### src/hdl/crst_pkg.sv
package crst_pkg;

  localparam int CoordW = 32;
  localparam int CfgW   = 6;
  // Widest Catmull-Rom basis coefficient (2p0 - 5p1 + 4p2 - p3) needs 36 bits.
  localparam int CoefW  = 36;

  localparam logic [CfgW-1:0] SAMPLES_RESET = 6'd8;

  typedef logic signed [CoordW-1:0] coord_t;
  typedef coord_t [2:0]             point_t;
  typedef logic signed [CoefW-1:0]  coef_t;

endpackage

### src/hdl/crst_div.sv
module crst_div #(
  parameter int NUM_W = 53,
  parameter int DEN_W = 17
) (
  input  logic                    clk_i,
  input  logic                    rst_ni,
  input  logic                    start_i,
  input  logic signed [NUM_W-1:0] num_i,
  input  logic        [DEN_W-1:0] den_i,
  output logic                    done_o,
  output crst_pkg::coord_t        quot_o
);
  import crst_pkg::*;

  localparam int MAG_W = NUM_W - 1;
  localparam int CNT_W = $clog2(MAG_W);
  localparam logic [MAG_W:0] POS_LIM = (MAG_W+1)'(2147483647);
  localparam logic [MAG_W:0] NEG_LIM = POS_LIM + 1'b1;

  logic             busy_q;
  logic             done_q;
  logic [CNT_W-1:0] cnt_q;
  logic             neg_q;
  logic [DEN_W-1:0] den_q;
  logic [DEN_W-1:0] rem_q;
  logic [MAG_W-1:0] dvd_q;

  logic [NUM_W-1:0] num_abs;
  logic [DEN_W:0]   trial;
  logic [DEN_W:0]   diff;
  logic             take;
  logic [MAG_W:0]   qmag;
  logic [MAG_W:0]   qneg;

  assign num_abs = num_i[NUM_W-1] ? NUM_W'(-num_i) : NUM_W'(num_i);
  assign trial   = {rem_q, dvd_q[MAG_W-1]};
  assign diff    = trial - {1'b0, den_q};
  assign take    = (trial >= {1'b0, den_q});

  always_ff @(posedge clk_i or negedge rst_ni) begin
    if (!rst_ni) begin
      busy_q <= 1'b0;
      done_q <= 1'b0;
      cnt_q  <= '0;
    end else begin
      done_q <= 1'b0;
      if (start_i) begin
        busy_q <= 1'b1;
        cnt_q  <= '0;
      end else if (busy_q) begin
        cnt_q <= cnt_q + 1'b1;
        if (cnt_q == CNT_W'(MAG_W - 1)) begin
          busy_q <= 1'b0;
          done_q <= 1'b1;
        end
      end
    end
  end

  // Restoring division on the magnitude, one quotient bit a cycle; the
  // quotient shifts in behind the dividend bits as they are consumed.
  always_ff @(posedge clk_i) begin
    if (start_i) begin
      neg_q <= num_i[NUM_W-1];
      den_q <= den_i;
      rem_q <= '0;
      dvd_q <= num_abs[MAG_W-1:0];
    end else if (busy_q) begin
      rem_q <= take ? diff[DEN_W-1:0] : trial[DEN_W-1:0];
      dvd_q <= {dvd_q[MAG_W-2:0], take};
    end
  end

  // Floor division: a negative dividend with a remainder rounds one further down.
  assign qmag = {1'b0, dvd_q} + (MAG_W+1)'(neg_q && (rem_q != '0));
  assign qneg = -qmag;

  always_comb begin
    if (!neg_q) begin
      quot_o = (qmag > POS_LIM) ? coord_t'(32'sh7FFF_FFFF) : coord_t'(qmag[CoordW-1:0]);
    end else begin
      quot_o = (qmag > NEG_LIM) ? coord_t'(32'sh8000_0000) : coord_t'(qneg[CoordW-1:0]);
    end
  end

  assign done_o = done_q;

endmodule

### config.mk
export PLATFORM = sky130hd
export DESIGN_NAME = crst_div
export DESIGN_NICKNAME = d
export VERILOG_FILES = /design/src/hdl/crst_pkg.sv /design/src/hdl/crst_div.sv
export SDC_FILE = /design/constraint.sdc
export NUM_CORES = 1
export LEC_CHECK = 0
export ABC_AREA = 1
export BUFFER_PORTS_ARGS = -buffer_cell sky130_fd_sc_hd__buf_4
export CAP_MARGIN = 20
export CORE_AREA = 2 2 132 134
export DETAILED_ROUTE_END_ITERATION = 7
export DIE_AREA = 0 0 134 136
export PLACE_DENSITY = 0.79
export SETUP_SLACK_MARGIN = 0.4
export SYNTH_ARGS = -nofsm -noshare
export SYNTH_HDL_FRONTEND = slang
export SYNTH_SLANG_ARGS = --single-unit
### constraint.sdc
create_clock -name clk_i -period 5.9 [get_ports clk_i]
set_input_delay 1.18 -clock clk_i [delete_from_list [all_inputs] [get_ports clk_i]]
set_output_delay 1.18 -clock clk_i [all_outputs]
set_load 0.05 [all_outputs]
# Word level (Yosys, flattened, before mapping)
# Index checks and enable logic that the tools add are counted.
# word_totals
register_bits	95
in_bits	73
output_inout_bits	33
word_cells	34
# classes
n_addsub	5
order_cmp	3
eq_ne	1
mux	15
n_reduce_logical	3
# op_table
operator	count
$mux 52	3
$mux 32	3
$add 52x1->53	1
$gt 53x31->1 const B	1
$gt 53x32->1 const B	1
$neg 52->52	1
$neg 32->32	1
$ge 18x17->1	1
$mux 17	1
$reduce_bool 17->1	1
$sub 17x17->17	1
$mux 6	2
$add 6x1->6 const B	1
$eq 6x6->1 const B	1
$mux 1	6
$reduce_bool 2->1	1
$logic_and 1x1->1	1

# Depth between registers and ports, before layout
# Gate-level depths: netlist (run 1).
# logic_depth
depth_word	6
ltp_mapped	25
depth_no_buf	23

# Least setup slack after synthesis (run 1)
# No wires, ideal clock.
# synth_path
path_kind	register to output
from	reg rem_q[1]
to	out quot_o[31]
t_arrival_ps	3577
t_required_ps	4720
setup_slack_ps	1143
path_stages_with_launch	18
path_buffers	0
path_cell_list	dfxtp_1 > nor4_1 > nand3_1 > nor4_1 > a41oi_1 > ha_1 > ha_1 > inv_1 > nor2_4 > nand2_1 > xnor2_1 > nor2_1 > nand3_1 > nor2_1 > nand3_1 > nand2_1 > nand2_1 > a21oi_1
# synth_between
elab_chain_len	6
word_cells_on_any_way	9
classes_between	2 x add/sub; 2 x order compare; 3 x mux; 2 x reduce/logical
# synth_rtl
item	line_no	source
from (decl)	crst_div.sv:25	logic [DEN_W-1:0] rem_q;
from (signal assigned)	crst_div.sv:69	rem_q <= take ? diff[DEN_W-1:0] : trial[DEN_W-1:0];
$reduce_bool 17->1 (*)	crst_div.sv:75	assign qmag = {1'b0, dvd_q} + (MAG_W+1)'(neg_q && (rem_q != '0));
$logic_and 1x1->1 (*)	crst_div.sv:75	
$add 52x1->53 (*)	crst_div.sv:75	
$gt 53x31->1 (tied with other cells)	crst_div.sv:80	quot_o = (qmag > POS_LIM) ? coord_t'(32'sh7FFF_FFFF) : coord_t'(qmag[CoordW-1:0]);
$mux 32, on equally long branches	crst_div.sv:80, crst_div.sv:82	
$mux 32 (*)	crst_div.sv:79	if (!neg_q) begin
to (decl)	crst_div.sv:11	output crst_pkg::coord_t quot_o
# Mark *: on every way between the ends. The rest lies on a longest branch, timed or not.

# Worst setup path in the final report (run 1)
# layout_path
from	reg rem_q[4]
to	out quot_o[28]
# The elaborated chain is that of the path after synthesis.

==> results.toml, run 1 <==
[sta]
setup-violations-final = 0
setup_tns_ns = 0
max_freq_ghz = 0.1891
slew-limit-headroom_pct = 44.62
maxSlewViolCount = 0
min_period_ns = 5.289
rsz0062_at_grt = "false"
finClkSkew_ns = 0.01337
hold_viol = 0
worst_slew_pin_slew_ns = 0.8283
period_share_pct = 89.65

[drt]
routedWlPerCell_um = 16.09
drt_iter0_drc = 909
ant_nets = 0
routed_wirelength_mm = 31.35
dr.pass1.iters = 5
route.vias.total = 11180
drt-vias-per-instance = 5.741
drc_errors = 0

[worst_setup_path]
crit_fanout = 8
cp.arrival_ns = 4.11
crit_path_end_kind = "output port"
worstSetupPathType = "reg2out"
cp.required_ns = 4.72
critPathLaunchType = "flop"

[layout]
nets = 1816
seq_area_um2 = 2644
most-common-layout-cells = "nand2_1, nor2_1, inv_1"
multi_input_area_um2 = 6606
drive_above_1_share_pct = 12.01
n_antenna_cell = 0
syn2layout_area_growth_pct = 16.08
n_fill_cell = 1599
fin_cells = 1948
final_common_cell = "nand2_1"
final_area_um2 = 11440

[global_route]
track_usage_pct = 34.44
busiest_layer = "met2"
grt_max_degree = 92
met3_usage_pct = 4.101
met2_usage_pct = 57.92
grt_pass1_vias = 10160
met1_usage_pct = 45.56
grt_pass1_wl_mm = 50.18
antenna_found_initial = 0
gr-total-overflow = 0

[clocking]
cts_buffer_depth = 2
clkTransAtPathRegs_ns = 0.06
cts_num_sinks = 95
clock_latency_ns = 0.36
cts_tree = "built"
cts_root_buf = "clkbuf_16"
htree_levels = 3
cts_buffers = 9

[synthesis]
netlist_instances = 1624
syn_nets = 1722
synth_xor_area_share_pct = 6.041
syn_area_per_cell_um2 = 6.070
syn_area_um2 = 9858
synth_cell_types = 41
synth_seq_cells = 95
synth_top_family_by_area = "simple AND/OR/NAND/NOR gates"
yosysSeqAreaShare_pct = 26.81
synth-simple-area-share_pct = 45.18
ys_warn_count = 0
synth_compound_area_share_pct = 9.443
synth_mux_area_share_pct = 0
synthAdderAreaFrac_pct = 3.249

[placement]
dp_cells = 1925
portBuffers = 105
place.gp.congestion = 0.9921
dp_hpwl_mm = 24.29
postPlaceCellArea_um2 = 10800

[worst_hold_path]
hp-class = "reg2reg"

[floorplanning]
core_area_um2 = 16880
die_y_um = 136
dieWidth_um = 134
initial_core_util_pct = 58.41
fp-row-count = 48
io_pins = 106
die_area_um2 = 18220

[power]
p_per_area_nw_per_um2 = 236.7
peakVddDrop_v = 0.0002094
p_leak_nw = 5.211

[flow_run]
maxCapViolations = 0

[run_status]
status = "finished clean"
==> critical path: stages, from the launching register on <==
cell,delay (ns)
dfxtp_2,0.35
nor4_4,0.30
nand3_2,0.13
nor4_4,0.19
a41oi_2,0.21
ha_4,0.23
ha_4,0.23
inv_2,0.07
ha_1,0.19
nand2_1,0.09
nor2_2,0.14
nand3_2,0.14
nor2_4,0.18
nand3_4,0.12
nor2_4,0.15
nand3_4,0.12
nor2_4,0.12
nand3_4,0.23
nand2_8,0.19
nand3b_1,0.10
nand2_1,0.09
buf_4,0.19
==> power breakdown <==
part	switching (W)	internal (W)
combinational	0.000773	0.000418
sequential	0.000128	0.000831
clock	0.000266	0.000292
total	0.00117	0.00154
==> cells by family after synthesis <==
| logic type | Yosys count |
|---|---|
| AOI/OAI and AO/OA | 167 |
| and+or+nand+nor | 1039 |
| DFF | 95 |
| adders and majority gates | 25 |
| xor gates and xnor gates | 68 |
| buffers and inverters | 230 |
==> final timing paths <==
| check | start | end | slack (ns) | depth (start not counted) |
|---|---|---|---|---|
| max | rem_q[4] | quot_o[28] | 0.61 | 21 |
| min | rem_q[4] | rem_q[4] | 0.52 | 2 |
| max reg2reg | dvd_q[51] | rem_q[14] | 2.84 | 14 |
| min reg2reg | rem_q[4] | rem_q[4] | 0.52 | 2 |
| max in group asynchronous | rst_ni | cnt_q[3] | 5.14 | 1 |
| min in group asynchronous | rst_ni | done_o | 0.64 | 1 |
==> per-layer routing <==
layer / part of all wire (%) / vias to the layer above / wire, um
met2: 47 / 540 / 14730
met4: 3.6 / 0 / 1125
met3: 8.2 / 79 / 2565
met5: 0 / - / 0
met1: 41 / 5072 / 12930
li1: - / 5492 / -
==> through the flow <==
step / setup WS [ns] / total power (W) / hold WS (ns) / utilization, %
2_1_floorplan: 1.143 / 0.001738 / 0.4771 / -
3_3_place_gp: 0.5291 / 0.002052 / 0.4991 / 63.98
3_5_place_dp: 0.5002 / 0.002067 / 0.4998 / 63.98
4_1_cts: 0.4026 / 0.002647 / 0.5217 / 66.25
5_1_grt: 0.3925 / 0.002889 / 0.5424 / 67.81
6_report: 0.6107 / 0.002709 / 0.5179 / 67.81
==> area by class of cell <==
cell class / instances / area share (%)
multi-input cells: 1302 / 57.73
flip-flops and latches: 95 / 23.10
repair buffers: 116 / 7.916
inverters: 194 / 6.363
well taps: 225 / 2.460
clock buffers: 10 / 2.001
clock inverters: 6 / 0.4264
==> synth_stat cells (all sizes together) <==
cell type / number / area (um^2)
nor3: 28 / 145.1
nand2: 555 / 2108
o21ai: 106 / 534.3
clkinv: 3 / 11.26
fa: 1 / 20.02
a211o: 1 / 8.760
nor2: 236 / 948.4
xor2: 49 / 429.2
a31oi: 4 / 25.02
dfxtp: 17 / 340.3
nand3b: 25 / 187.7
a41oi: 1 / 8.760
clkbuf: 23 / 86.33
nor4: 7 / 43.79
or2: 3 / 18.77
nand4: 43 / 269.0
o21bai: 4 / 30.03
a21o: 3 / 22.52
inv: 191 / 716.9
o41ai: 3 / 26.28
dfrtp: 8 / 200.2
o211ai: 17 / 127.6
a21oi: 25 / 125.1
edfxtp: 70 / 2102
xnor2: 19 / 166.4
nand3: 141 / 725.7
nor3b: 1 / 7.510
a211oi: 3 / 22.52
buf: 13 / 100.1
ha: 24 / 300.3
==> what timing repair did <==
item | CTS | global route
setup buffers | 0 | 4
pin swaps | 4 | 11
resized for setup | 14 | 53
hold endpoints to repair | 0 | 0
gates cloned | 3 | 0
hold buffers | 0 | 0
setup endpoints to repair | 32 | 32
==> flip-flops by register name (all words and copies together), names as in the netlist <==
register and cells:
done_o 1, rem_q 17, den_q 17, busy_q 1
neg_q 1, dvd_q 52, cnt_q 6
No activity file was read; power rests on OpenSTA's default activity.
==> inputs of run 2 (changes only) <==
--- a/config.mk
+++ b/config.mk
@@ -6,9 +6,10 @@
 export NUM_CORES = 1
 export LEC_CHECK = 0
 export ABC_AREA = 1
-export BUFFER_PORTS_ARGS = -buffer_cell sky130_fd_sc_hd__buf_4
+export BUFFER_PORTS_ARGS = -buffer_cell sky130_fd_sc_hd__buf_2
 export CAP_MARGIN = 20
 export CORE_AREA = 2 2 132 134
+export CTS_BUF_LIST = sky130_fd_sc_hd__clkbuf_8
 export DETAILED_ROUTE_END_ITERATION = 7
 export DIE_AREA = 0 0 134 136
 export PLACE_DENSITY = 0.79
==> results.toml, run 2 (synthesis gave the netlist of run 1 again) <==
[layout]
nets = 1821
drive_above_1_share_pct = 12.04
top_regs = "dvd_q: 52 flops, den_q: 17 flops, rem_q: 17 flops"
most-common-layout-cells = "nand2_1, nor2_1, inv_1"
syn2layout_area_growth_pct = 14.04
final_common_cell = "nand2_1"
fin_cells = 1953
n_antenna_cell = 0
regMostFlops = "dvd_q"
n_fill_cell = 1590
largest_reg_flops = 52

[global_route]
grt_pass1_vias = 9696
track_usage_pct = 32.43
grt_max_degree = 92
grt_pass1_wl_mm = 47.48
antenna_found_initial = 0
gr-total-overflow = 0

[clocking]
cts_buffer_depth = 2
cts_tree = "built"
clkTransAtPathRegs_ns = 0.09
cts_num_sinks = 95
cts_buffers = 9
cts_root_buf = "clkbuf_8"
cts_hold_buf = 0
clock_latency_ns = 0.39
htree_levels = 3

[drt]
dr.pass1.iters = 6
routed_wirelength_mm = 30.03
drt-vias-per-instance = 5.592
route.vias.total = 10920
routedWlPerCell_um = 15.38
ant_nets = 0
drc_errors = 0
drt_iter0_drc = 830

[sta]
min_period_ns = 5.399
max_freq_ghz = 0.1852
hold_viol = 0
rsz0062_at_grt = "false"
maxSlewViolCount = 0
slew-limit-headroom_pct = 46.99
setup_tns_ns = 0
worst_slew_pin_slew_ns = 0.7951
finClkSkew_ns = 0.02100
period_share_pct = 91.51
setup-violations-final = 0

[run_status]
status = "finished clean"

[floorplanning]
die_y_um = 136
dieWidth_um = 134
io_pins = 106
initial_core_util_pct = 58.41
die_area_um2 = 18220
fp-row-count = 48
core_area_um2 = 16880

[worst_setup_path]
cp.required_ns = 4.72
cp.arrival_ns = 4.22
critPathLaunchType = "flop"
rrSetupSlack_ns = 2.65
crit_fanout = 8
crit_path_end_kind = "output port"
worstSetupPathType = "reg2out"

[power]
total_power_w = 0.002638
peakVddDrop_v = 0.0001980
p_per_area_nw_per_um2 = 234.7
p_leak_nw = 5.146

[flow_run]
maxCapViolations = 0

[placement]
place.gp.congestion = 0.9604
dp_hpwl_mm = 23.40
dp_cells = 1926
portBuffers = 105

[worst_hold_path]
hp-class = "reg2reg"
## run 2: changes by cell type in the layout (fill, tap and decap cells not counted), moves of 2 or more
cell | previous run | this run
nor4_2 | 0 | 2
buf_2 | 0 | 73
nor4_4 | 2 | 0
nand3_2 | 4 | 2
clkbuf_16 | 9 | 1
bufinv_16 | 0 | 3
inv_6 | 4 | 1
nand3_1 | 133 | 135
buf_4 | 109 | 39
clkbuf_8 | 0 | 9
## run 2: path summary, 6_finish.rpt
kind / startpoint / to / depth (start not counted)
min in group asynchronous: rst_ni / busy_q / 1
max in group asynchronous: rst_ni / cnt_q[3] / 1
hold / removal: rem_q[4] / rem_q[4] / 2
setup reg to reg: dvd_q[51] / rem_q[14] / 14
setup / recovery: rem_q[4] / quot_o[2] / 21
hold reg to reg: rem_q[4] / rem_q[4] / 2
## run 2: metrics by stage
stage | worst slack [ns] | util (%) | hold slack [ns] | cell area [um^2]
after CTS | 0.3928 | 65.10 | 0.5179 | 10990
after floorplan | 1.143 | - | 0.4771 | 9858
after detailed placement | 0.5378 | 62.51 | 0.5004 | 10550
final | 0.5012 | 66.61 | 0.5110 | 11240
after global routing | 0.3371 | 66.61 | 0.5291 | 11240
after global placement | 0.7117 | 62.42 | 0.4996 | 10530
## run 2: repair_timing
action / CTS / global route
pin swaps: 4 / 14
setup endpoints to repair: 32 / 32
gates resized for setup: 49 / 42
gates cloned: 3 / 1
setup buffers: 0 / 7
## run 2: layout make-up
cell class                      instances  area [um^2]  share of cell area, %
Sequential cell                        95         2644                  23.52
Clock inverter                          7        120.1                  1.068
Clock buffer                            9        123.9                  1.102
Timing Repair Buffer                  121        782.0                  6.956
Multi-Input combinational cell       1302         6563                  58.38
Inverter                              194        728.2                  6.477
Tap cell                              225        281.5                  2.504
## run 2: per-layer routing
metal / vias to the layer above / share of wire [%] / track usage, %
li1: 5483 / - / -
met1: 4817 / 42 / 42.35
met2: 527 / 46 / 54.07
met3: 95 / 7.6 / 3.952
met4: 0 / 4.5 / 14.54
met5: - / 0 / 0
## run 2: worst max-delay path: stages, from the launching register on
cell and delay (ns):
dfxtp_2 0.35, nor4_2 0.28, nand3_1 0.17, nor4_2 0.28
a41oi_2 0.21, ha_4 0.24, nand3_1 0.24, nor2_4 0.09
nand2_1 0.09, nand2_1 0.05, nand2_1 0.12, inv_1 0.12
nor2_2 0.27, nand3_4 0.14, nor2_4 0.13, nand3_4 0.12
nor2_4 0.12, nand3_4 0.22, nand2_8 0.17, nand3b_1 0.08
nand2_1 0.10, buf_4 0.21
## run 2: power breakdown
group	leakage [nW]	switching, W	internal, W
logic	4.03	0.000759	0.000408
clock network	0.125	0.000236	0.000283
registers	0.993	0.000122	0.000830
